--- src/rtl/hba_pkg.sv ---
package hba_pkg;

  localparam int MAX_CELLS_DEF = 16384;
  localparam int CELL_W        = 32;
  localparam int HALF_W        = 16;
  localparam int ID_W          = 31;
  localparam int BIN_W         = 16;
  localparam int AXIS_W        = 15;
  localparam int PROD_W        = 2 * AXIS_W;
  localparam int SUM_W         = PROD_W + 1;
  localparam int CFG_DATA_W    = 31;
  localparam int CFG_IDX_W     = 3;

  localparam logic MODE_FILL = 1'b0;
  localparam logic MODE_READ = 1'b1;

  typedef enum logic [CFG_IDX_W-1:0] {
    REG_ENABLE     = 3'd0,
    REG_HIST_ID    = 3'd1,
    REG_TWO_DIM    = 3'd2,
    REG_X_BINS     = 3'd3,
    REG_Y_BINS     = 3'd4,
    REG_WIDE_CELLS = 3'd5
  } hba_reg_t;

  typedef struct packed {
    logic              enable;
    logic [ID_W-1:0]   hist_id;
    logic              two_dim;
    logic [AXIS_W-1:0] x_bins;
    logic [AXIS_W-1:0] y_bins;
    logic              wide_cells;
  } hba_cfg_t;

  typedef struct packed {
    logic clearing;
  } hba_bstat_t;

  typedef enum logic [1:0] {
    B_CLEAR,
    B_IDLE,
    B_EXEC
  } hba_bstate_t;

  function automatic int idx_width(input int depth);
    return (depth > 1) ? $clog2(depth) : 1;
  endfunction

endpackage

--- src/rtl/hba_queue.sv ---
module hba_queue
  import hba_pkg::*;
#(
  parameter int WIDTH = CELL_W
) (
  input  logic             clk,
  input  logic             rst_n,
  input  logic             push_valid,
  output logic             push_ready,
  input  logic [WIDTH-1:0] push_data,
  output logic             pop_valid,
  input  logic             pop_ready,
  output logic [WIDTH-1:0] pop_data
);

  logic [WIDTH-1:0] mem_r [2];
  logic             wp_r, wp_nxt;
  logic             rp_r, rp_nxt;
  logic [1:0]       cnt_r, cnt_nxt;
  logic             push, pop;

  assign push_ready = (cnt_r != 2'd2);
  assign pop_valid  = (cnt_r != 2'd0);
  assign pop_data   = mem_r[rp_r];
  assign push       = push_valid && push_ready;
  assign pop        = pop_valid && pop_ready;

  always_comb begin
    wp_nxt  = push ? !wp_r : wp_r;
    rp_nxt  = pop ? !rp_r : rp_r;
    cnt_nxt = cnt_r + 2'(push) - 2'(pop);
  end

  always_ff @(posedge clk) begin
    if (!rst_n) begin
      wp_r  <= 1'b0;
      rp_r  <= 1'b0;
      cnt_r <= 2'd0;
    end else begin
      wp_r  <= wp_nxt;
      rp_r  <= rp_nxt;
      cnt_r <= cnt_nxt;
    end
  end

  always_ff @(posedge clk) begin
    if (push) begin
      mem_r[wp_r] <= push_data;
    end
  end

endmodule

--- config.mk ---
export PLATFORM = sky130hd
export DESIGN_NAME = hba_queue
export DESIGN_NICKNAME = d
export VERILOG_FILES = /design/src/rtl/hba_pkg.sv /design/src/rtl/hba_queue.sv
export SDC_FILE = /design/constraint.sdc
export NUM_CORES = 1
export LEC_CHECK = 0
export ABC_AREA = 1
export BUFFER_PORTS_ARGS = -buffer_cell sky130_fd_sc_hd__clkbuf_2
export CORE_MARGIN = 3
export CORE_UTILIZATION = 55
export DETAILED_ROUTE_END_ITERATION = 7
export GPL_TIMING_DRIVEN = 0
export PLACE_DENSITY = 0.83
export RECOVER_POWER = 50
export SLEW_MARGIN = 10
export SYNTH_ARGS = -nofsm -noshare
export SYNTH_HDL_FRONTEND = slang
export SYNTH_SLANG_ARGS = --single-unit
export TNS_END_PERCENT = 1
--- constraint.sdc ---
create_clock -name clk -period 7.2 [get_ports clk]
set_clock_uncertainty 0.1 [all_clocks]
set_input_delay 1.8 -clock clk [delete_from_list [all_inputs] [get_ports clk]]
set_output_delay 1.8 -clock clk [all_outputs]
set_load 0.05 [all_outputs]
Word level (Yosys, flattened, before mapping)
Memories as Yosys holds them, arrays and structs flattened. A register that Yosys moved wholly into a read port is not among the register bits.
Index checks and enable logic that the tools add are counted.
{"block": "classes", "addsub": 2, "eq_ne": 1, "mux": 4, "reduce_logical": 5}
{"cell": "1-bit 2-to-1 mux", "n": 4}
{"cell": "2-bit by 1-bit adder with 2-bit output", "n": 1}
{"cell": "1-bit logical AND", "n": 2}
{"cell": "1-bit zero test", "n": 2}
{"cell": "2-bit inequality test (second input constant)", "n": 1}
{"cell": "2-bit nonzero test", "n": 1}
{"cell": "2-bit by 1-bit subtractor with 2-bit output", "n": 1}
{"block": "word_totals", "register_bits": 4, "mem_bits_rw": 64, "in_bits": 36, "output_inout_bits": 34, "wordCells": 16, "memories": 1}
{"name": "mem_r", "depth": 2, "word_bits": 32, "rd": 1, "rd_ports_with_merged_regs": 1, "write_ports": 1, "line": "hba_queue.sv:16", "rtl": "logic [WIDTH-1:0] mem_r [2];"}

Longest topological paths before layout
Gate-level depths: netlist of the first run.
{"block": "logic_depth", "word_depth": 4, "ltp_mapped": 11, "depth_no_buf": 11}

Worst setup path after synthesis of the first run
OpenSTA, ideal clock, no wires.
{"block": "synth_timing", "kind": "input port to flip-flop", "startpoint": "in push_valid", "endpoint": "mem mem_r[1][0] in the netlist's numbering, enable pin", "setup_time_ns": 0.423, "arrival_ns": 3.357, "t_required_ns": 6.677, "setup_slack_ns": 3.320, "path_stages": 2, "n_path_buf": 0, "path_cell_list": "nand2_1 -> nor2_1"}
{"block": "synth_between", "elab_chain_len": 3}
{"item": "start, declared", "line": "hba_queue.sv:8", "rtl": "input logic push_valid,"}
{"item": "1-bit logical AND", "line": "hba_queue.sv:25", "rtl": "assign push = push_valid && push_ready;"}
{"item": "1-bit 2-to-1 mux", "line": "hba_queue.sv:47", "rtl": "if (push) begin"}
{"item": "1-bit 2-to-1 mux (implied by the code)", "line": "hba_queue.sv:48", "rtl": "mem_r[wp_r] <= push_data;"}
{"item": "end, declared", "line": "hba_queue.sv:16"}
No other way between the ends.

Worst setup path after layout of the first run
{"block": "layout_timing", "startpoint": "in push_valid", "endpoint": "mem mem_r[0][30] in the netlist's numbering, enable pin"}
Same word-level chain as after synthesis.

==> metrics, run 1 <==
outcome complete, no violations; cell accounting for the most synthesized area edfxtp_1; Sequential Power Share 0.361; top cells by instance count after synthesis 64 x edfxtp_1, 30 x mux2_4, 11 x nand2_1; syn avg cell area 19.9 µm²; Die Span Y 76.1 µm; Hold WS 433 ps; CP Max Fanout 19; # rows 24; worst skew pair latency 330 ps; Overflow after GRT 0; core area 4530 µm²; layout cells sized above 1 0.426; Max-slew headroom 0.0630; xor-xnor portion of the synthesized cell area 0.00324; DP HPWL 3240 µm; H-tree depth 3; Worst Hold Class reg -> reg; sequential fraction of the synthesis area 0.748; worst endpoint data arrival time 3350 ps; clock sinks 69; reg-to-reg setup timing slack 4820 ps; main combinational cell family by area after synthesis multiplexers; pwr/cell area 431 nW/µm²; sw power 0.514 mW; Leak Pwr 1.34 nW; WS Path Type in -> reg; Die W 76.1 µm; asr flop ratio synth 0; VDD IR max 0.348 mV; Slew @ Worst Pin 1400 ps; initial DRC count 86; TritonCTS clock tree yes; Post-synth EDFFs 64; clock power share 0.274; post-synthesis register bit count 69; Max Freq 293 MHz; DR pass1 iterations 4; Nets 255; mux contribution to synthesized area 0.175; Net Sw Frac 0.350; hold buffer count at CTS 0; final wirelength 4570 µm; Port Buf Inserts 69; clk slew on worst S/H paths 70 ps; simple-gate share of the synthesized area 0.0306; count leader, synth edfxtp_1; post_cts resized 0; Top FF cell, synth edfxtp_1; fill count 287; Root Buffer Master clkbuf_8; final setup fails 0; vias in the first global route 1516; startpoint types input pin; share of the synthesized area in the top cell type 0.711; RSZ-0062 raised after global routing false; Clock Tree Buf Depth 2; via/cell ratio 4.89; first-pass GRT wire length 7450 µm; Post-Synthesis Net Count 173; internal cell power 0.954 mW; combinational power share 0.364; gpl congestion 0.663; Syn Inst Count 136; # Post-CTS Setup Buffers 0; compound-cell area share of the yosys netlist 0.00185; Slew Limit Fails 0; GR Util All Layers 0.171; Area Overhead vs Synth 26.1%; total number of vias 1409; Post-Synth Adder-Cell Area 0.00463; max-cap violations 0; die area 5790 µm²; antenna violations before repair 0; Starting Density 0.596; Critical Path Sink Type flop; setup TNS 0 ps; Yosys cell types 14; placed inst area 3200 µm²; Post-Syn Area 2700 µm²; total I/O pin count 70; drt drc 0; Worst Path Required 7140 ps; DR WL/cell 15.9 µm; ant diodes 0; largest net degree at the start of global routing 21; fin crit period 3410 ps; Synth Warn # 0; CTS buffer count 9; ratio of final minimum period to clock period 0.474; fin util 0.751; dominant cells by area after synthesis edfxtp_1 71%, mux2_4 17%, dfxtp_1 3.7%, buf_12 2.2%, nand2_1 1.5%; final hold violations 0; Design Area, Final 3410 µm²; DRT antenna net count 0
==> power by group through the flow <==
| stage | Combinational (mW) | Clock (mW) | Sequential, mW |
|---|---|---|---|
| after global placement | 0.512 | 0 | 0.537 |
| after detailed placement | 0.545 | 0 | 0.539 |
| after floorplan | 0.432 | 0 | 0.534 |
| after CTS | 0.546 | 0.410 | 0.531 |
| final | 0.535 | 0.403 | 0.530 |
| after global routing | 0.561 | 0.431 | 0.536 |
==> critical path: stages <==
cell	delay [ps]
clkbuf_2	80
nand2_1	140
nor2_1	1080
buf_16	250
==> worst paths after layout <==
kind	end	depth (start not counted)	start
worst max register to register	mem_r[0][30]$_DFFE_PP_	5	cnt_r[0]$_SDFF_PN0_
worst max-delay path	mem_r[0][30]$_DFFE_PP_	4	push_valid
worst min-delay path	flop	2	rp_r$_SDFFE_PN0P_
worst min register to register	flop	2	rp_r$_SDFFE_PN0P_
==> state kept, by name (all words and copies together), names as in the netlist, named ones only <==
register,flops
cnt_r,2
wp_r,1
mem_r,64
rp_r,1
==> routing by layer <==
layer | wire length [µm] | track usage | vias to the layer above | part of all wire
li1 | - | - | 673 | -
met1 | 1750 | 0.183 | 682 | 0.38
met2 | 2510 | 0.303 | 48 | 0.55
met3 | 240 | 0.0603 | 6 | 0.052
met4 | 79 | 0.0815 | 0 | 0.017
met5 | 0 | 0 | - | 0
==> cells in the final DEF, fill, tap and decap left out <==
cell type,count
mux2_4,30
clkinvlp_4,1
buf_6,1
nor2_1,9
mux2_2,2
inv_1,7
clkinv_2,2
nand3_1,1
xnor2_1,1
a21oi_1,1
buf_12,3
dfxtp_1,5
nand2_1,11
edfxtp_1,64
clkbuf_2,41
ha_1,1
buf_16,2
bufinv_16,4
clkbuf_1,28
clkbuf_8,9
==> logic make-up (layout without fill, tap and decap cells) <==
family	after synthesis	count (layout)
compound gates	1	1
buf+inv	11	98
xor+xnor	1	1
flops	69	69
mux	32	32
fa+ha+maj	1	1
simple gates	21	21
==> area by class of cell <==
type / instances / area (µm²) / share of cell area
Clock buffer: 9 / 124 / 0.0364
Multi-Input combinational cell: 56 / 579 / 0.170
Sequential cell: 69 / 2020 / 0.593
Buffer: 4 / 71.3 / 0.0209
Tap cell: 65 / 81.3 / 0.0239
Inverter: 7 / 26.3 / 0.00771
Clock inverter: 7 / 138 / 0.0404
Timing Repair Buffer: 71 / 365 / 0.107
==> metrics by stage <==
step / instances / worst slack [ps] / total power, mW
floorplan: 136 / 3320 / 0.966
global placement: 270 / 2700 / 1.05
detailed placement: 272 / 3980 / 1.08
CTS: 288 / 3780 / 1.49
global route: 288 / 3600 / 1.53
finish: 288 / 3790 / 1.47
No activity file was read; power rests on OpenSTA's default activity.
==> run 2, diff against run 1 <==
CORE_UTILIZATION = 47   (was 55)
PLACE_DENSITY = 0.75   (was 0.83)
clock period = 2.9 ns   (was 7.2 ns; I/O delays follow)
==> run 2 against run 1 <==
Net effect:
- cell area shrank 0.95%
- wire length shrank 6.7%
- highest routed layer unchanged
- clock power is 96% higher
- first-iteration DRC count is 9.3% lower
- register-to-register slack got worse by 3800 ps
==> metrics, run 2 (synthesized netlist as in run 1, its figures left out) <==
Top reg by flops mem_r (unchanged); via/cell ratio 4.71 (was 4.89); vias in the first global route 1428 (was 1516); ratio of final minimum period to clock period 0.803; Net Sw Frac 0.362 (was 0.350); Area Overhead vs Synth 24.9% (was 26.1%); initial DRC count 78 (was 86); sw power 1.24 mW (was 0.514 mW); TritonCTS clock tree yes (unchanged); hold buffer count at CTS 0 (unchanged); worst skew pair latency 320 ps (was 330 ps); Storage cell area 2020 µm² (unchanged); Sequential Power Share 0.383 (was 0.361); Multi-input gate area 594 µm² (was 579 µm²); Die W 81.8 µm (was 76.1 µm); Worst Path Required 2080 ps (was 7140 ps); Reg2Reg Depth 5 (unchanged); Leak Pwr 1.32 nW (was 1.34 nW); Max-slew headroom 0.636 (was 0.0630); Worst Hold Class reg -> reg (unchanged); pwr/cell area 1020 nW/µm² (was 431 nW/µm²); worst setup margin 572 ps (was 3790 ps); clock sinks 69 (unchanged); DR pass1 iterations 3 (was 4); clock power share 0.230 (was 0.274); DR WL/cell 14.6 µm (was 15.9 µm); outcome complete, no violations (unchanged); worst endpoint data arrival time 1500 ps (was 3350 ps); first-pass GRT wire length 6570 µm (was 7450 µm); Regs by FF count mem_r (64), cnt_r (2) (unchanged); reg-to-reg setup timing slack 1060 ps (was 4820 ps); GR Util All Layers 0.139 (was 0.171); internal cell power 2.18 mW (was 0.954 mW); CTS buffer count 9 (unchanged); Slew Limit Fails 0 (unchanged); Critical Path Sink Type primary output (was flop); max reg flops 64 (unchanged); Overflow after GRT 0 (unchanged); gpl congestion 0.739 (was 0.663); final hold violations 0 (unchanged); final wirelength 4270 µm (was 4570 µm); antenna violations before repair 0 (unchanged); Starting Density 0.506 (was 0.596); combinational power share 0.386 (was 0.364); Clock Tree Buf Depth 2 (unchanged); total I/O pin count 70 (unchanged); # Post-CTS Setup Buffers 0 (unchanged); H-tree depth 3 (unchanged); ant diodes 0 (unchanged); die area 6690 µm² (was 5790 µm²); Max Freq 430 MHz; Tot Pwr 3.43 mW (was 1.47 mW); VDD IR max 0.720 mV (was 0.348 mV); fill count 406 (was 287); fin cells 293 (was 288); RSZ-0062 raised after global routing false (unchanged); Place WS 720 ps (was 3980 ps); Cells after DPL 277 (was 272); post_cts resized 0 (unchanged); startpoint types flop (was input pin); drt drc 0 (unchanged); DP HPWL 3100 µm (was 3240 µm); layout cells sized above 1 0.430 (was 0.426); fin crit period 2330 ps; Die Span Y 81.8 µm (was 76.1 µm); Nets 255 (unchanged); Port Buf Inserts 69 (unchanged); Worst R2R Start cnt_r[0]$_SDFF_PN0_ (unchanged); DRT antenna net count 0 (unchanged); Slew @ Worst Pin 544 ps (was 1400 ps); Critical Path End pop_data[30] (was mem_r[0][30]$_DFFE_PP_); total number of vias 1380 (was 1409); max-cap violations 0 (unchanged); commonest non-fill, non-tap cell in the layout edfxtp_1 (unchanged); core area 5340 µm² (was 4530 µm²); RR Endpoint mem_r[0][24]$_DFFE_PP_ (was mem_r[0][30]$_DFFE_PP_); CP Max Fanout 10 (was 19); WS Path Type reg -> out (was in -> reg); most frequent cells in the layout 64 x edfxtp_1, 44 x clkbuf_2, 30 x mux2_4 (was 64 x edfxtp_1, 41 x clkbuf_2, 30 x mux2_4); # rows 26 (was 24); largest net degree at the start of global routing 19 (was 21); Root Buffer Master clkbuf_8 (unchanged); final setup fails 0 (unchanged); clk slew on worst S/H paths 60 ps (was 70 ps)
-- run 2: cell count changes in the layout (fill, tap and decap cells not counted), sizes merged --
cell	previous run	this run
bufinv	4	2
clkinv	2	5
clkinvlp	1	0
-- run 2: layout make-up --
cell class                 count  area share
buffer                         4      0.0211
clock buffer                   9      0.0367
clock inverter                 7      0.0237
inverter                       7     0.00779
multi-input combinational     56       0.176
sequential                    69       0.599
tap                           70      0.0260
timing repair buffer          71       0.109
-- run 2: through the flow --
stage | hold WS [ps] | cell area (µm²) | TNS, ps | util
2_1_floorplan | 367 | 2700 | -135 | -
3_3_place_gp | 377 | 3140 | -22120 | 0.588
3_5_place_dp | 405 | 3200 | 0 | 0.601
4_1_cts | 421 | 3410 | 0 | 0.639
5_1_grt | 454 | 3370 | 0 | 0.633
6_report | 419 | 3370 | 0 | 0.633
-- run 2: metal layers --
layer	track usage	part of all wire	vias to the layer above
li1	-	-	672
met1	0.155	0.40	657
met2	0.234	0.52	41
met3	0.0395	0.058	10
met4	0.0847	0.024	0
met5	0	0	-
-- run 2: power groups by stage --
stage          Clock, mW  Sequential, mW  Combinational [mW]
5_1_grt            0.862            1.33                1.40
4_1_cts            0.814            1.32                1.35
6_report           0.789            1.31                1.32
3_5_place_dp           0            1.34                1.35
2_1_floorplan          0            1.32                1.07
3_3_place_gp           0            1.33                1.29
-- run 2: worst min-delay path by stage --
stage,start,endpoint,slack (ps),depth (start not counted)
global placement,rp_r$_SDFFE_PN0P_,rp_r$_SDFFE_PN0P_,380,2
detailed placement,rp_r$_SDFFE_PN0P_,rp_r$_SDFFE_PN0P_,400,2
finish,rp_r$_SDFFE_PN0P_,rp_r$_SDFFE_PN0P_,420,2
CTS,rp_r$_SDFFE_PN0P_,rp_r$_SDFFE_PN0P_,420,2
global route,rp_r$_SDFFE_PN0P_,flop,450,2
floorplan,rp_r$_SDFFE_PN0P_,flop,370,2
-- run 2: critical path, stage by stage, from the launching register on --
cell and delay, ps:
dfxtp_1 330, buf_6 150, buf_12 150, mux2_4 300
clkbuf_2 250
