File: config.mk
export PLATFORM = sky130hd
export DESIGN_NAME = hba_front_flat
export DESIGN_NICKNAME = d
export VERILOG_FILES = /design/src/rtl/hba_pkg.sv /design/src/rtl/hba_if.sv /design/src/rtl/hba_front.sv /design/src/flat_wrapper.sv
export SDC_FILE = /design/constraint.sdc
export NUM_CORES = 1
export LEC_CHECK = 0
export ABC_AREA = 0
export BUFFER_PORTS_ARGS = -buffer_cell sky130_fd_sc_hd__buf_2
export CAP_MARGIN = 20
export CORE_ASPECT_RATIO = 1.4
export CORE_UTILIZATION = 45
export CTS_CLUSTER_SIZE = 25
export DETAILED_ROUTE_END_ITERATION = 10
export GPL_TIMING_DRIVEN = 0
export PLACE_DENSITY = 0.66
export SYNTH_ARGS = -nofsm -noshare
export SYNTH_HDL_FRONTEND = slang
export SYNTH_SLANG_ARGS = --single-unit
export TNS_END_PERCENT = 100
File: constraint.sdc
create_clock -name clk -period 8.1 [get_ports clk]
set_input_delay 0.405 -clock clk [delete_from_list [all_inputs] [get_ports clk]]
set_output_delay 0.405 -clock clk [all_outputs]
set_load 0.03 [all_outputs]
File: src/rtl/hba_pkg.sv
package hba_pkg;

  localparam int MAX_CELLS_DEF = 16384;
  localparam int CELL_W        = 32;
  localparam int HALF_W        = 16;
  localparam int ID_W          = 31;
  localparam int BIN_W         = 16;
  localparam int AXIS_W        = 15;
  localparam int PROD_W        = 2 * AXIS_W;
  localparam int SUM_W         = PROD_W + 1;
  localparam int CFG_DATA_W    = 31;
  localparam int CFG_IDX_W     = 3;

  localparam logic MODE_FILL = 1'b0;
  localparam logic MODE_READ = 1'b1;

  typedef enum logic [CFG_IDX_W-1:0] {
    REG_ENABLE     = 3'd0,
    REG_HIST_ID    = 3'd1,
    REG_TWO_DIM    = 3'd2,
    REG_X_BINS     = 3'd3,
    REG_Y_BINS     = 3'd4,
    REG_WIDE_CELLS = 3'd5
  } hba_reg_t;

  typedef struct packed {
    logic              enable;
    logic [ID_W-1:0]   hist_id;
    logic              two_dim;
    logic [AXIS_W-1:0] x_bins;
    logic [AXIS_W-1:0] y_bins;
    logic              wide_cells;
  } hba_cfg_t;

  typedef struct packed {
    logic clearing;
  } hba_bstat_t;

  typedef enum logic [1:0] {
    B_CLEAR,
    B_IDLE,
    B_EXEC
  } hba_bstate_t;

  function automatic int idx_width(input int depth);
    return (depth > 1) ? $clog2(depth) : 1;
  endfunction

endpackage

File: src/rtl/hba_if.sv
interface hba_in_if
  import hba_pkg::*;
();
  logic                    valid;
  logic                    ready;
  logic                    mode;
  logic [ID_W-1:0]         req_id;
  logic signed [BIN_W-1:0] x;
  logic signed [BIN_W-1:0] y;
  logic signed [CELL_W-1:0] weight;

  modport source (output valid, mode, req_id, x, y, weight, input ready);
  modport sink   (input valid, mode, req_id, x, y, weight, output ready);
endinterface


File: src/rtl/hba_front.sv
module hba_front
  import hba_pkg::*;
#(
  parameter int MAX_CELLS = MAX_CELLS_DEF,
  localparam int IDX_W    = idx_width(MAX_CELLS),
  localparam int JOB_W    = 2 + CELL_W + IDX_W
) (
  input  logic             clk,
  input  logic             rst_n,
  input  hba_cfg_t         cfg,
  input  hba_bstat_t       bstat,
  hba_in_if.sink           in_ch,
  output logic             push_valid,
  input  logic             push_ready,
  output logic [JOB_W-1:0] push_data
);

  logic              s1_valid_r, s1_valid_nxt;
  logic              s1_mode_r;
  logic              s1_ok_r;
  logic [AXIS_W-1:0] s1_x_r;
  logic [PROD_W-1:0] s1_prod_r;
  logic [CELL_W-1:0] s1_weight_r;

  logic              take;
  logic              x_ok, y_ok, id_ok, en_ok;
  logic [PROD_W-1:0] prod;
  logic [SUM_W-1:0]  idx_full;
  logic              idx_ok;

  always_comb begin
    x_ok  = !in_ch.x[BIN_W-1] && (in_ch.x[AXIS_W-1:0] < cfg.x_bins);
    y_ok  = !cfg.two_dim || (!in_ch.y[BIN_W-1] && (in_ch.y[AXIS_W-1:0] < cfg.y_bins));
    id_ok = (in_ch.req_id == cfg.hist_id);
    en_ok = (in_ch.mode == MODE_READ) || cfg.enable;
    prod  = cfg.two_dim ? (PROD_W'(in_ch.y[AXIS_W-1:0]) * PROD_W'(cfg.x_bins)) : '0;
  end

  assign in_ch.ready = !bstat.clearing && (!s1_valid_r || push_ready);
  assign take        = in_ch.valid && in_ch.ready;

  always_comb begin
    s1_valid_nxt = s1_valid_r;
    if (take) begin
      s1_valid_nxt = 1'b1;
    end else if (push_ready) begin
      s1_valid_nxt = 1'b0;
    end
  end

  always_ff @(posedge clk) begin
    if (!rst_n) begin
      s1_valid_r <= 1'b0;
    end else begin
      s1_valid_r <= s1_valid_nxt;
    end
  end

  always_ff @(posedge clk) begin
    if (take) begin
      s1_mode_r   <= in_ch.mode;
      s1_ok_r     <= x_ok && y_ok && id_ok && en_ok;
      s1_x_r      <= in_ch.x[AXIS_W-1:0];
      s1_prod_r   <= prod;
      s1_weight_r <= in_ch.weight;
    end
  end

  assign idx_full   = SUM_W'(s1_prod_r) + SUM_W'(s1_x_r);
  assign idx_ok     = (idx_full < SUM_W'(MAX_CELLS));
  assign push_valid = s1_valid_r;
  assign push_data  = {s1_mode_r, s1_ok_r && idx_ok, s1_weight_r, idx_full[IDX_W-1:0]};

endmodule

File: src/flat_wrapper.sv
// flat-port wrapper written by rule: the top's interface ports become plain ports
module hba_front_flat import hba_pkg::*;
#(
  parameter int MAX_CELLS = MAX_CELLS_DEF,
  localparam int IDX_W    = idx_width(MAX_CELLS),
  localparam int JOB_W    = 2 + CELL_W + IDX_W
)
  (clk, rst_n, cfg, bstat, push_valid, push_ready, push_data, in_ch_valid, in_ch_mode, in_ch_req_id, in_ch_x, in_ch_y, in_ch_weight, in_ch_ready);
  hba_in_if in_ch_i ();
  input  logic clk;
  input  logic rst_n;
  input  hba_cfg_t cfg;
  input  hba_bstat_t bstat;
  output logic push_valid;
  input  logic push_ready;
  output logic [JOB_W-1:0] push_data;
  input wire logic [$bits(in_ch_i.valid)-1:0] in_ch_valid;
  input wire logic [$bits(in_ch_i.mode)-1:0] in_ch_mode;
  input wire logic [$bits(in_ch_i.req_id)-1:0] in_ch_req_id;
  input wire logic [$bits(in_ch_i.x)-1:0] in_ch_x;
  input wire logic [$bits(in_ch_i.y)-1:0] in_ch_y;
  input wire logic [$bits(in_ch_i.weight)-1:0] in_ch_weight;
  output wire logic [$bits(in_ch_i.ready)-1:0] in_ch_ready;
  assign in_ch_i.valid = in_ch_valid;
  assign in_ch_i.mode = in_ch_mode;
  assign in_ch_i.req_id = in_ch_req_id;
  assign in_ch_i.x = in_ch_x;
  assign in_ch_i.y = in_ch_y;
  assign in_ch_i.weight = in_ch_weight;
  assign in_ch_ready = in_ch_i.ready;
  hba_front #(.MAX_CELLS(MAX_CELLS)) u_core (.clk(clk), .rst_n(rst_n), .cfg(cfg), .bstat(bstat), .in_ch(in_ch_i), .push_valid(push_valid), .push_ready(push_ready), .push_data(push_data));
endmodule
# Word level (Yosys, flattened, before mapping)
# Cells that the tools add are included.
# word_totals
reg_bits	80
latchBits	0
ram_bits	0
rom_bits	0
output_inout_bits	50
wordCells	31
n_memories	0
# classes
addsub	1
multipliers	1
n_div	0
n_lt_le_gt_ge	3
n_eq_ne	1
n_shift	0
n_mux	2
bitwise_logic	0
reduce_logical	17
# op_table
operator	n
adder 30 x 15 -> 31 bit	1
== test 31 bit	1
less-than comparator 31 x 15 -> 1 bit (second input constant)	1
less-than comparator 15 bit	2
multiplier 15 x 15 -> 30 bit	1
logical AND 1 bit	8
logical NOT 1 bit	5
logical OR 1 bit	3
2-to-1 mux 1 bit	2
nonzero test 2 bit	1

# Depth between registers and ports, before layout
# Gate-level depths: netlist of the first run.
# depth
word_depth	6
depth_mapped	24
depth_no_buf	23

# Worst setup path before layout of the first run
# OpenSTA, ideal clock, no wires.
# synth_timing
path_kind	input -> register
start	in cfg[22] in the netlist's numbering
end	reg u_core.s1_prod_r[28] (data pin)
setup_time_ps	255
t_arrival_ps	5933
required_ps	7845
slack_ps	1912
path_stages	23
path_buffers	1
path_cell_list	clkbuf_1 -> nand2_1 -> fa_1 -> inv_1 -> fa_1 -> inv_1 -> fa_1 -> inv_1 -> fa_1 -> fa_1 -> inv_1 -> fa_1 -> inv_1 -> ha_1 -> o21a_1 -> o21ai_0 -> o21bai_1 -> o311ai_1 -> o211ai_2 -> o31ai_4 -> a221oi_1 -> xnor2_1 -> and2_1
# synth_between
elab_chain_len	1
# synth_rtl
item	line	rtl
start: declaration	flat_wrapper.sv:12	input hba_cfg_t cfg;
multiplier 15 x 15 -> 30 bit	hba_front.sv:36	prod = cfg.two_dim ? (PROD_W'(in_ch.y[AXIS_W-1:0]) * PROD_W'(cfg.x_bins)) : '0;
end signal: assignment	hba_front.sv:64	s1_prod_r <= prod;
end: declaration	hba_front.sv:22	logic [PROD_W-1:0] s1_prod_r;
# Every way passes these cells.
# A chain may end at the register's enable or synchronous reset.

# Worst setup path in the final report of the first run
# Same ends and word-level chain as after synthesis.

==> results of run 1 <==
-- flip-flops by register name, indices dropped and copies added (netlist names) --
name and flops:
u_core.s1_weight_r 32, u_core.s1_prod_r 30, u_core.s1_x_r 15, u_core.push_valid 1, u_core.s1_mode_r 1, u_core.s1_ok_r 1
-- cells in the final DEF (no fill, tap or decap), types with 4 or more instances in the layout --
cell type  synthesis  final
clkbuf_16          0      9
nand2_1          117    117
o22ai_1            4      4
nor3_1            12     12
nor2b_1            6      6
a31oi_1            7      7
nor4_1             5      5
o21ai_1            5      5
edfxtp_1          79     79
inv_1            247    247
and2_1           159    158
ha_1             137    137
xnor2_1           42     42
xor2_1            28     28
nand3_1           19     19
o21a_1             6      6
nand4_1           12     12
o21bai_1           4      4
clkbuf_1          37     37
or3_1              5      5
fa_1             168    168
buf_2              1    214
and3_1             9      9
a21oi_1           35     35
o21ai_0           18     18
a21o_1            38     38
nor2_1            29     29
-- synthesized netlist by cell type, types with 3 or more instances --
library cell	count
and2_1	159
fa_1	168
inv_1	247
nor3_1	12
xor2_1	28
a211oi_1	3
nand3_1	19
o21bai_1	4
a21o_1	38
ha_1	137
nor4_1	5
o21ai_1	5
o22ai_1	4
nand2_1	117
nor2b_1	6
edfxtp_1	79
nand4_1	12
clkbuf_1	37
nand2b_1	3
a31oi_1	7
o21a_1	6
a21oi_1	35
and3_1	9
nor2_1	29
buf_6	3
or3_1	5
xnor2_1	42
o21ai_0	18
-- power breakdown --
group	switching (W)	internal, W
logic	0.00235	0.00182
clock network	0.000176	0.000246
registers	0.0000578	0.000617
-- logic make-up after synthesis --
| kind of cell | count (synthesis) |
|---|---|
| and+or+nand+nor | 393 |
| adders and majority gates | 305 |
| buffers and inverters | 290 |
| AOI/OAI and AO/OA | 152 |
| DFF | 80 |
| xor gates and xnor gates | 70 |
| muxes | 3 |
-- final timing paths --
path	to	slack, ps	cells after the start
max reg2reg	u_core.s1_prod_r[0]	6500	4
min	u_core.s1_weight_r[28]	230	1
max	u_core.s1_prod_r[28]	1380	24
min reg2reg	u_core.push_valid	650	2
-- critical path: stages --
cell	delay (ps)
buf_2	150
clkbuf_1	530
nand2_1	180
fa_1	560
inv_1	50
fa_1	500
inv_1	60
fa_1	530
inv_1	70
fa_1	510
fa_1	550
inv_1	60
fa_1	520
inv_1	40
ha_1	320
o21a_1	210
o21ai_0	320
o21bai_1	170
o311ai_1	140
o211ai_2	170
o31ai_4	140
a221oi_1	330
xnor2_1	120
and2_1	170
-- metal layers --
metal | GRT usage [%] | part of all wire, % | up-vias
met4 | 10.0 | 4.2 | 0
li1 | - | - | 4597
met1 | 26.3 | 37 | 4824
met5 | 0 | 0 | -
met2 | 45.1 | 54 | 300
met3 | 2.99 | 5.0 | 84
-- cell type report --
type | count | area share (%)
buffer | 43 | 1.35
multi-input combinational | 923 | 62.3
inverter | 247 | 6.50
timing repair buffer | 214 | 7.67
sequential | 80 | 16.8
clock inverter | 7 | 0.605
clock buffer | 9 | 1.58
tap | 365 | 3.20
-- through the flow --
stage / util, % / hold WS (ps) / total power [W] / setup WS (ps) / instances
finish: 52.8 / 233 / 0.00527 / 1380 / 1888
global route: 52.8 / 215 / 0.00587 / 922 / 1888
CTS: 52.8 / 221 / 0.00533 / 1360 / 1888
detailed placement: 51.7 / 584 / 0.00488 / 1010 / 1872
global placement: 51.6 / 582 / 0.00483 / 1040 / 1871
floorplan: - / 504 / 0.00393 / 1910 / 1293
==> results.py, run 1 <==
metrics = {
    "floorplan": {
        "die_h_um": 198,
        "die_w_um": 142,
        "num_io_pins": 215,
        "num_rows": 71,
        "start_util_pct": 45.9,
        "coreArea_um2": 27000,
        "die-area_um2": 28200,
    },
    "timing": {
        "max_freq_mhz": 149,
        "setup_viol": 0,
        "fin_skew_ps": 7.73,
        "period_share_pct": 82.9,
        "fin_crit_ps": 6720,
        "max_slew_margin_pct": 46.6,
        "tns_ps": 0,
        "drv_slew": 0,
        "worst_pin_slew_ps": 801,
        "hold_violations": 0,
        "rsz0062_at_grt": "no",
    },
    "logic_synthesis": {
        "async_flop_share_pct": 0,
        "synth_area_leader_cell": "fa_1",
        "yosys_warnings": 0,
        "netlist_area_um2": 12400,
        "synth-main-ff-cell": "edfxtp_1",
        "synth-seq-area-share_pct": 19.3,
        "synthesis.nets": 1763,
        "avgSynthCellArea_um2": 9.59,
        "yosys.area_share.xor_xnor_pct": 4.94,
        "synthAdderAreaFrac_pct": 40.9,
        "synth_top_area_share_pct": 27.1,
        "synth_enable_flop_cells": 79,
        "ys_seq_elements": 80,
        "synth_mux_area_share_pct": 0.262,
        "yosys.cell_types.count": 74,
        "synth_compound_area_share_pct": 8.63,
        "synth_cells": 1293,
        "synth_area_leaders": "fa_1 (27%), edfxtp_1 (19%), ha_1 (14%), and2_1 (8.0%), inv_1 (7.5%)",
        "synth_simple_gate_area_share_pct": 16.9,
        "synth_top_family_by_area": "adder cells",
    },
    "job": {
        "cap_violations": 0,
    },
    "drt": {
        "first_pass_iters": 5,
        "drt_iter0_markers": 551,
        "vias_per_cell": 5.19,
        "drcViolationCount": 0,
        "wire_per_inst_um": 17.0,
        "vias": 9805,
        "postRouteAntennaNets": 0,
        "drt_wl_total_um": 32100,
    },
    "placed_design": {
        "globalplace.congestion": 0.879,
        "hpwl_um": 26900,
        "port_buffers": 213,
        "place_area_um2": 14000,
    },
    "clocking": {
        "cts_sinks": 80,
        "cts_buffers": 9,
        "htree_levels": 3,
        "postCtsSetupBuffers": 0,
        "cts_tree": "built",
        "cts_resized": 0,
        "clk_path_buf_depth": 2,
        "clkLatencyLatePin_ps": 340,
        "clk_pin_slew_ps": 70,
        "hold_buffers": 0,
        "cts-root-buf": "clkbuf_16",
    },
    "layout": {
        "nets": 1988,
        "insertedDiodeCount": 0,
        "area_growth_pct": 15.0,
        "n_fill_cell": 2544,
        "drive_gt1_share_pct": 16.9,
        "multi_input_area_um2": 8890,
        "stdcell_area_um2": 14300,
        "seq_area_um2": 2390,
    },
    "global_route": {
        "grt_use_total_pct": 23.7,
        "grt_pass1_wl_um": 51000,
        "antenna_found_initial": 0,
        "grt_pass1_vias": 10100,
        "grt_max_degree": 60,
        "grt.overflow.total": 0,
    },
    "power_and_ir_drop": {
        "leakagePower_nw": 7.16,
        "worst_ir_drop_vdd_uv": 418,
        "p_per_area_nw_per_um2": 369,
    },
    "critical_path": {
        "cp_max_fo": 10,
        "r2r-start": "u_core.push_valid",
        "setup.worst_path.class": "in2reg",
        "critPathCaptureType": "flop",
        "arrival_ps": 6810,
        "cp.required_ps": 8200,
        "startpoint_type": "primary input",
        "crit_start": "cfg[22]",
    },
    "worst_hold_path": {
        "hold_class": "in2reg",
        "min_from": "in_ch_weight[28]",
    },
    "status": {
        "status": "finished, final reports clean",
    },
}
(Power assumes the default switching activity.)
==> run 2: changes to the inputs <==
--- a/config.mk
+++ b/config.mk
@@ -13,7 +13,7 @@
 export CTS_CLUSTER_SIZE = 25
 export DETAILED_ROUTE_END_ITERATION = 10
 export GPL_TIMING_DRIVEN = 0
-export PLACE_DENSITY = 0.66
+export PLACE_DENSITY = 0.69
 export SYNTH_ARGS = -nofsm -noshare
 export SYNTH_HDL_FRONTEND = slang
 export SYNTH_SLANG_ARGS = --single-unit
==> constraint.sdc (replaced) <==
create_clock -name clk -period 5.8 [get_ports clk]
set_input_delay 0.29 -clock clk [delete_from_list [all_inputs] [get_ports clk]]
set_output_delay 0.29 -clock clk [all_outputs]
set_load 0.03 [all_outputs]
==> run 2 against run 1 <==
Compared with the run above: clock power increased by 48%; critical path type unchanged; routed wire length about the same; sequential power grew 40%; via count up 0.90%; design area up 6.1%; worst setup slack got worse by 1300 ps.
==> results.py, run 2 (synthesized netlist as in run 1, its figures left out) <==
metrics = {
    "drt": {
        "drcViolationCount": 0,
        "postRouteAntennaNets": 0,
        "wire_per_inst_um": 16.8,
        "drt_wl_total_um": 32200,
        "drt_iter0_markers": 488,
        "first_pass_iters": 5,
        "vias": 9893,
        "vias_per_cell": 5.16,
    },
    "power_and_ir_drop": {
        "worst_ir_drop_vdd_uv": 609,
        "p_switching_w": 0.00415,
        "p_int_w": 0.00454,
        "switching_share_pct": 47.8,
        "p_clk_share_pct": 7.2,
        "leakagePower_nw": 7.53,
        "comb_power_share_pct": 82.0,
        "p_per_area_nw_per_um2": 575,
        "sequentialPowerShare_pct": 10.8,
    },
    "floorplan": {
        "num_io_pins": 215,
        "num_rows": 71,
        "die_h_um": 198,
        "start_util_pct": 45.9,
        "die-area_um2": 28200,
        "die_w_um": 142,
        "coreArea_um2": 27000,
    },
    "global_route": {
        "grt_max_degree": 51,
        "grtUsageMet1_pct": 26.2,
        "grt.met3_usage_pct": 2.26,
        "grt-busiest-layer": "met2",
        "grt_use_total_pct": 23.4,
        "grt_pass1_vias": 10300,
        "grt.overflow.total": 0,
        "grt_pass1_wl_um": 50800,
        "antenna_found_initial": 0,
        "grtUsageMet2_pct": 44.7,
    },
    "layout": {
        "final_common_cell": "inv_1",
        "area_growth_pct": 22.0,
        "insertedDiodeCount": 0,
        "largest_register_ffs": 32,
        "reg_top3": "u_core.s1_weight_r x32, u_core.s1_prod_r x30, u_core.s1_x_r x15",
        "regMostFlops": "u_core.s1_weight_r",
        "final_cell_mix": "inv_1 (239), buf_2 (204), fa_1 (166)",
        "nets": 2019,
        "n_fill_cell": 2427,
        "drive_gt1_share_pct": 23.1,
        "stdcell_area_um2": 15100,
    },
    "critical_path": {
        "critical_path.top_delay_family": "adder cells",
        "r2r-start": "u_core.push_valid",
        "crit_top_cell": "fa_1",
        "cp_max_fo": 5,
        "arrival_ps": 5780,
        "reg2regPathDepth": 4,
        "timing.rr.end": "u_core.s1_weight_r[24]",
        "critPathCaptureType": "flop",
        "setup.worst_path.class": "in2reg",
        "startpoint_type": "primary input",
        "cp_slowest_cell": "fa_1",
        "rrSetupSlack_ps": 4170,
        "cpPeakStageDelay_ps": 570,
        "cp.buffers_inverters": 8,
        "cp.required_ps": 5890,
    },
    "clocking": {
        "cts_buffers": 9,
        "cts-root-buf": "clkbuf_16",
        "hold_buffers": 0,
        "cts_tree": "built",
        "htree_levels": 3,
        "clkLatencyLatePin_ps": 340,
        "clk_pin_slew_ps": 70,
        "cts_sinks": 80,
        "clk_path_buf_depth": 2,
    },
    "worst_hold_path": {
        "hold_depth": 1,
        "min_from": "in_ch_weight[29]",
        "hold_class": "in2reg",
        "whs_endpoint": "u_core.s1_weight_r[29]",
    },
    "placed_design": {
        "hpwl_um": 26500,
        "port_buffers": 213,
        "globalplace.congestion": 0.909,
        "place_area_um2": 14000,
        "pre_cts_slack_ps": -885,
    },
    "timing": {
        "max_slew_margin_pct": 68.3,
        "drv_slew": 0,
        "hold_violations": 0,
        "fin_crit_ps": 5690,
        "period_share_pct": 98.1,
        "fin_skew_ps": 10.3,
        "rsz0062_at_grt": "yes",
        "setup_viol": 0,
        "max_freq_mhz": 176,
        "worst_pin_slew_ps": 471,
        "worst_slack_ps": 113,
        "tns_ps": 0,
    },
    "job": {
        "cap_violations": 0,
    },
    "status": {
        "status": "finished, final reports clean",
    },
}
run 2: layout make-up:
class	instances	area, um^2	share of cell area [%]
multi-input cells	923	9170	60.6
flip-flops and latches	80	2390	15.8
clock buffers	9	225	1.49
inverters	247	927	6.13
well taps	365	457	3.02
plain buffers	37	393	2.60
clock inverters	7	106	0.703
repair buffers	251	1460	9.65
run 2: power groups by stage:
stage	Combinational, W	Sequential (W)	Clock (W)
4_1_cts	0.00633	0.000941	0.000632
3_3_place_gp	0.00585	0.000954	0
3_5_place_dp	0.00592	0.000953	0
2_1_floorplan	0.00460	0.000946	0
6_report	0.00713	0.000942	0.000623
5_1_grt	0.00787	0.000952	0.000653
run 2: metrics by stage:
stage | instances | total power, W | hold slack (ps) | utilization [%]
finish | 1919 | 0.00869 | 118 | 56.0
global route | 1919 | 0.00947 | 109 | 56.0
CTS | 1898 | 0.00791 | 114 | 54.5
detailed placement | 1872 | 0.00687 | 468 | 51.8
global placement | 1871 | 0.00680 | 467 | 51.6
floorplan | 1293 | 0.00555 | 389 | -
run 2: worst max path at each step:
stage,start,endpoint,slack (ps),cells past startpoint
3_5_place_dp,in_ch_y[8],u_core.s1_prod_r[28],-890,21
3_3_place_gp,in_ch_y[8],u_core.s1_prod_r[28],-900,21
5_1_grt,cfg[16],u_core.s1_prod_r[27],-70,25
6_report,cfg[16],u_core.s1_prod_r[27],110,25
4_1_cts,cfg[18],u_core.s1_prod_r[27],0.3,25
2_1_floorplan,cfg[22],u_core.s1_prod_r[28],-4,23
run 2: timing repair:
action	4_1_cts	5_1_grt
buffers inserted	12	25
endpoints found under the setup margin	12	9
gates resized for setup	83	67
pin swaps	18	49
endpoints found under the hold margin	0	0
run 2: routing by layer:
layer  vias up  share of wire (%)  routed length, um
li1       4655                  -                  -
met1      4876                 38              12200
met2       283                 54              17400
met3        79                4.0               1290
met4         0                3.9               1270
met5         -                  0                  0
==> run 3: changes to the inputs <==
--- a/config.mk
+++ b/config.mk
@@ -8,12 +8,14 @@
 export ABC_AREA = 0
 export BUFFER_PORTS_ARGS = -buffer_cell sky130_fd_sc_hd__buf_2
 export CAP_MARGIN = 20
+export CELL_PAD_IN_SITES_DETAIL_PLACEMENT = 1
+export CELL_PAD_IN_SITES_GLOBAL_PLACEMENT = 1
 export CORE_ASPECT_RATIO = 1.4
-export CORE_UTILIZATION = 45
+export CORE_UTILIZATION = 41
 export CTS_CLUSTER_SIZE = 25
 export DETAILED_ROUTE_END_ITERATION = 10
 export GPL_TIMING_DRIVEN = 0
-export PLACE_DENSITY = 0.69
+export PLACE_DENSITY_LB_ADDON = 0.1
 export SYNTH_ARGS = -nofsm -noshare
 export SYNTH_HDL_FRONTEND = slang
 export SYNTH_SLANG_ARGS = --single-unit
==> run 3 against run 2 <==
Compared with the run above: the flow now finishes with violations (DRC); first-iteration DRC count decreased by 46%; clock power decreased by 7.7%; combinational power increased by 6.6%; die area up 9.6%; count of clock-buffer cells in the layout stayed put; cell count increased by 0.89%; worst setup slack worse by 40 ps; sequential cell count did not move; register-to-register slack is essentially flat.
==> results.py, run 3 (synthesized netlist as in run 1, its figures left out) <==
metrics = {
    "drt": {
        "drt_wl_total_um": 36900,
        "vias_per_cell": 5.10,
        "postRouteAntennaNets": 0,
        "first_pass_iters": 7,
        "drcViolationCount": 8,
        "vias": 9869,
        "wire_per_inst_um": 19.1,
        "drt_iter0_markers": 263,
    },
    "layout": {
        "fin_util_pct": 51.1,
        "seq_area_um2": 2390,
        "drive_gt1_share_pct": 23.5,
        "final_cell_mix": "inv_1 (235), buf_2 (195), fa_1 (168)",
        "nets": 2015,
        "largest_register_ffs": 32,
        "regMostFlops": "u_core.s1_weight_r",
        "area_growth_pct": 22.8,
        "multi_input_area_um2": 9190,
        "n_fill_cell": 3494,
        "final_common_cell": "inv_1",
        "reg_top3": "u_core.s1_weight_r x32, u_core.s1_prod_r x30, u_core.s1_x_r x15",
    },
    "critical_path": {
        "cpPeakStageDelay_ps": 530,
        "crit_top_cell": "fa_1",
        "timing.rr.end": "u_core.s1_x_r[1]",
        "cp.required_ps": 5910,
        "startpoint_type": "primary input",
        "critPathCaptureType": "flop",
        "r2r-start": "u_core.push_valid",
        "crit_start": "cfg[18]",
        "reg2regPathDepth": 4,
        "cp_max_fo": 7,
        "arrival_ps": 5840,
        "cp_slowest_cell": "fa_1",
        "rrSetupSlack_ps": 4180,
        "setup.worst_path.class": "in2reg",
    },
    "placed_design": {
        "pre_cts_slack_ps": -1070,
        "hpwl_um": 30700,
        "globalplace.congestion": 0.834,
        "port_buffers": 213,
    },
    "power_and_ir_drop": {
        "worst_ir_drop_vdd_uv": 587,
        "p_per_area_nw_per_um2": 598,
        "p_total_w": 0.00911,
        "leakagePower_nw": 7.54,
    },
    "clocking": {
        "clk_pin_slew_ps": 60,
        "cts_tree": "built",
        "cts-root-buf": "clkbuf_16",
        "clkLatencyLatePin_ps": 350,
        "cts_buffers": 9,
        "cts_sinks": 80,
        "htree_levels": 3,
        "clk_path_buf_depth": 2,
    },
    "global_route": {
        "grt_pass1_vias": 11000,
        "antenna_found_initial": 0,
        "grt_use_total_pct": 24.8,
        "grt_pass1_wl_um": 58100,
        "grt.overflow.total": 0,
        "grt_max_degree": 56,
    },
    "worst_hold_path": {
        "hold_depth": 1,
        "hold_class": "in2reg",
        "min_from": "in_ch_weight[1]",
        "whs_endpoint": "u_core.s1_weight_r[1]",
    },
    "status": {
        "status": "finished, violations left",
        "violations": "DRC",
    },
    "timing": {
        "fin_skew_ps": 4.76,
        "max_slew_margin_pct": 61.0,
        "hold_violations": 0,
        "period_share_pct": 98.7,
        "rsz0062_at_grt": "yes",
        "drv_slew": 0,
        "tns_ps": 0,
        "max_freq_mhz": 175,
        "setup_viol": 0,
        "fin_crit_ps": 5730,
        "worst_pin_slew_ps": 586,
        "worst_slack_ps": 72.9,
    },
    "floorplan": {
        "die_w_um": 149,
        "die_h_um": 208,
        "coreArea_um2": 29800,
        "die-area_um2": 31000,
        "num_rows": 75,
        "start_util_pct": 41.6,
        "num_io_pins": 215,
    },
    "job": {
        "cap_violations": 0,
    },
}
run 3: changes by cell type in the layout (fill, tap and decap cells not counted), sizes merged:
cell	delta
buf	-11
diode	+1
bufinv	-1
clkinvlp	+2
clkbuf	+7
inv	-1
run 3: how the worst max path moves through the flow:
stage               slack, ps              endpoint  cells after the start
CTS                         2  u_core.s1_prod_r[27]                     22
finish                     70  u_core.s1_prod_r[27]                     25
floorplan                  -4  u_core.s1_prod_r[28]                     23
global placement        -1030  u_core.s1_prod_r[28]                     21
global route             -150  u_core.s1_prod_r[27]                     25
detailed placement      -1070  u_core.s1_prod_r[28]                     21
run 3: through the flow:
| step | cells | hold WS, ps | cell area (um^2) |
|---|---|---|---|
| 2_1_floorplan | 1293 | 389 | 12400 |
| 3_3_place_gp | 1891 | 467 | 14000 |
| 6_report | 1936 | 111 | 15200 |
| 3_5_place_dp | 1892 | 468 | 14000 |
| 5_1_grt | 1935 | 99.0 | 15200 |
| 4_1_cts | 1917 | 91.9 | 14800 |
run 3: where the power goes:
part	internal [W]	switching, W
clock	0.000337	0.000238
sequential	0.000861	0.0000763
combinational	0.00353	0.00407
run 3: cell type report:
class / count / area share, %
multi-input combinational: 923 / 60.3
sequential: 80 / 15.7
timing repair buffer: 247 / 9.55
inverter: 247 / 6.09
buffer: 37 / 3.19
tap: 385 / 3.16
clock buffer: 9 / 1.48
clock inverter: 7 / 0.501
antenna: 1 / 0.0164
run 3: worst max-delay path, delay by kind of cell:
kind / cells / cell delay, ps
AND/OR/NAND/NOR: 2 / 310
XOR/XNOR: 1 / 150
AO/OA/AOI/OAI: 7 / 1250
adder cells (fa/ha/maj): 7 / 3290
buffers and inverters: 8 / 560
run 3: metal layers:
layer / vias to the layer above / wire length, um / global-route usage [%]
met5: - / 0 / 0
met4: 0 / 1150 / 11.2
met3: 58 / 1130 / 2.46
met2: 210 / 20800 / 46.6
met1: 4958 / 13900 / 27.5
li1: 4643 / - / -
run 3: repair_timing:
action,in CTS,in global routing
pin swaps,23,54
gates resized for setup,102,87
buffers inserted,13,20
endpoints found under the setup margin,13,11
gates cloned,0,1
hold buffers,0,0
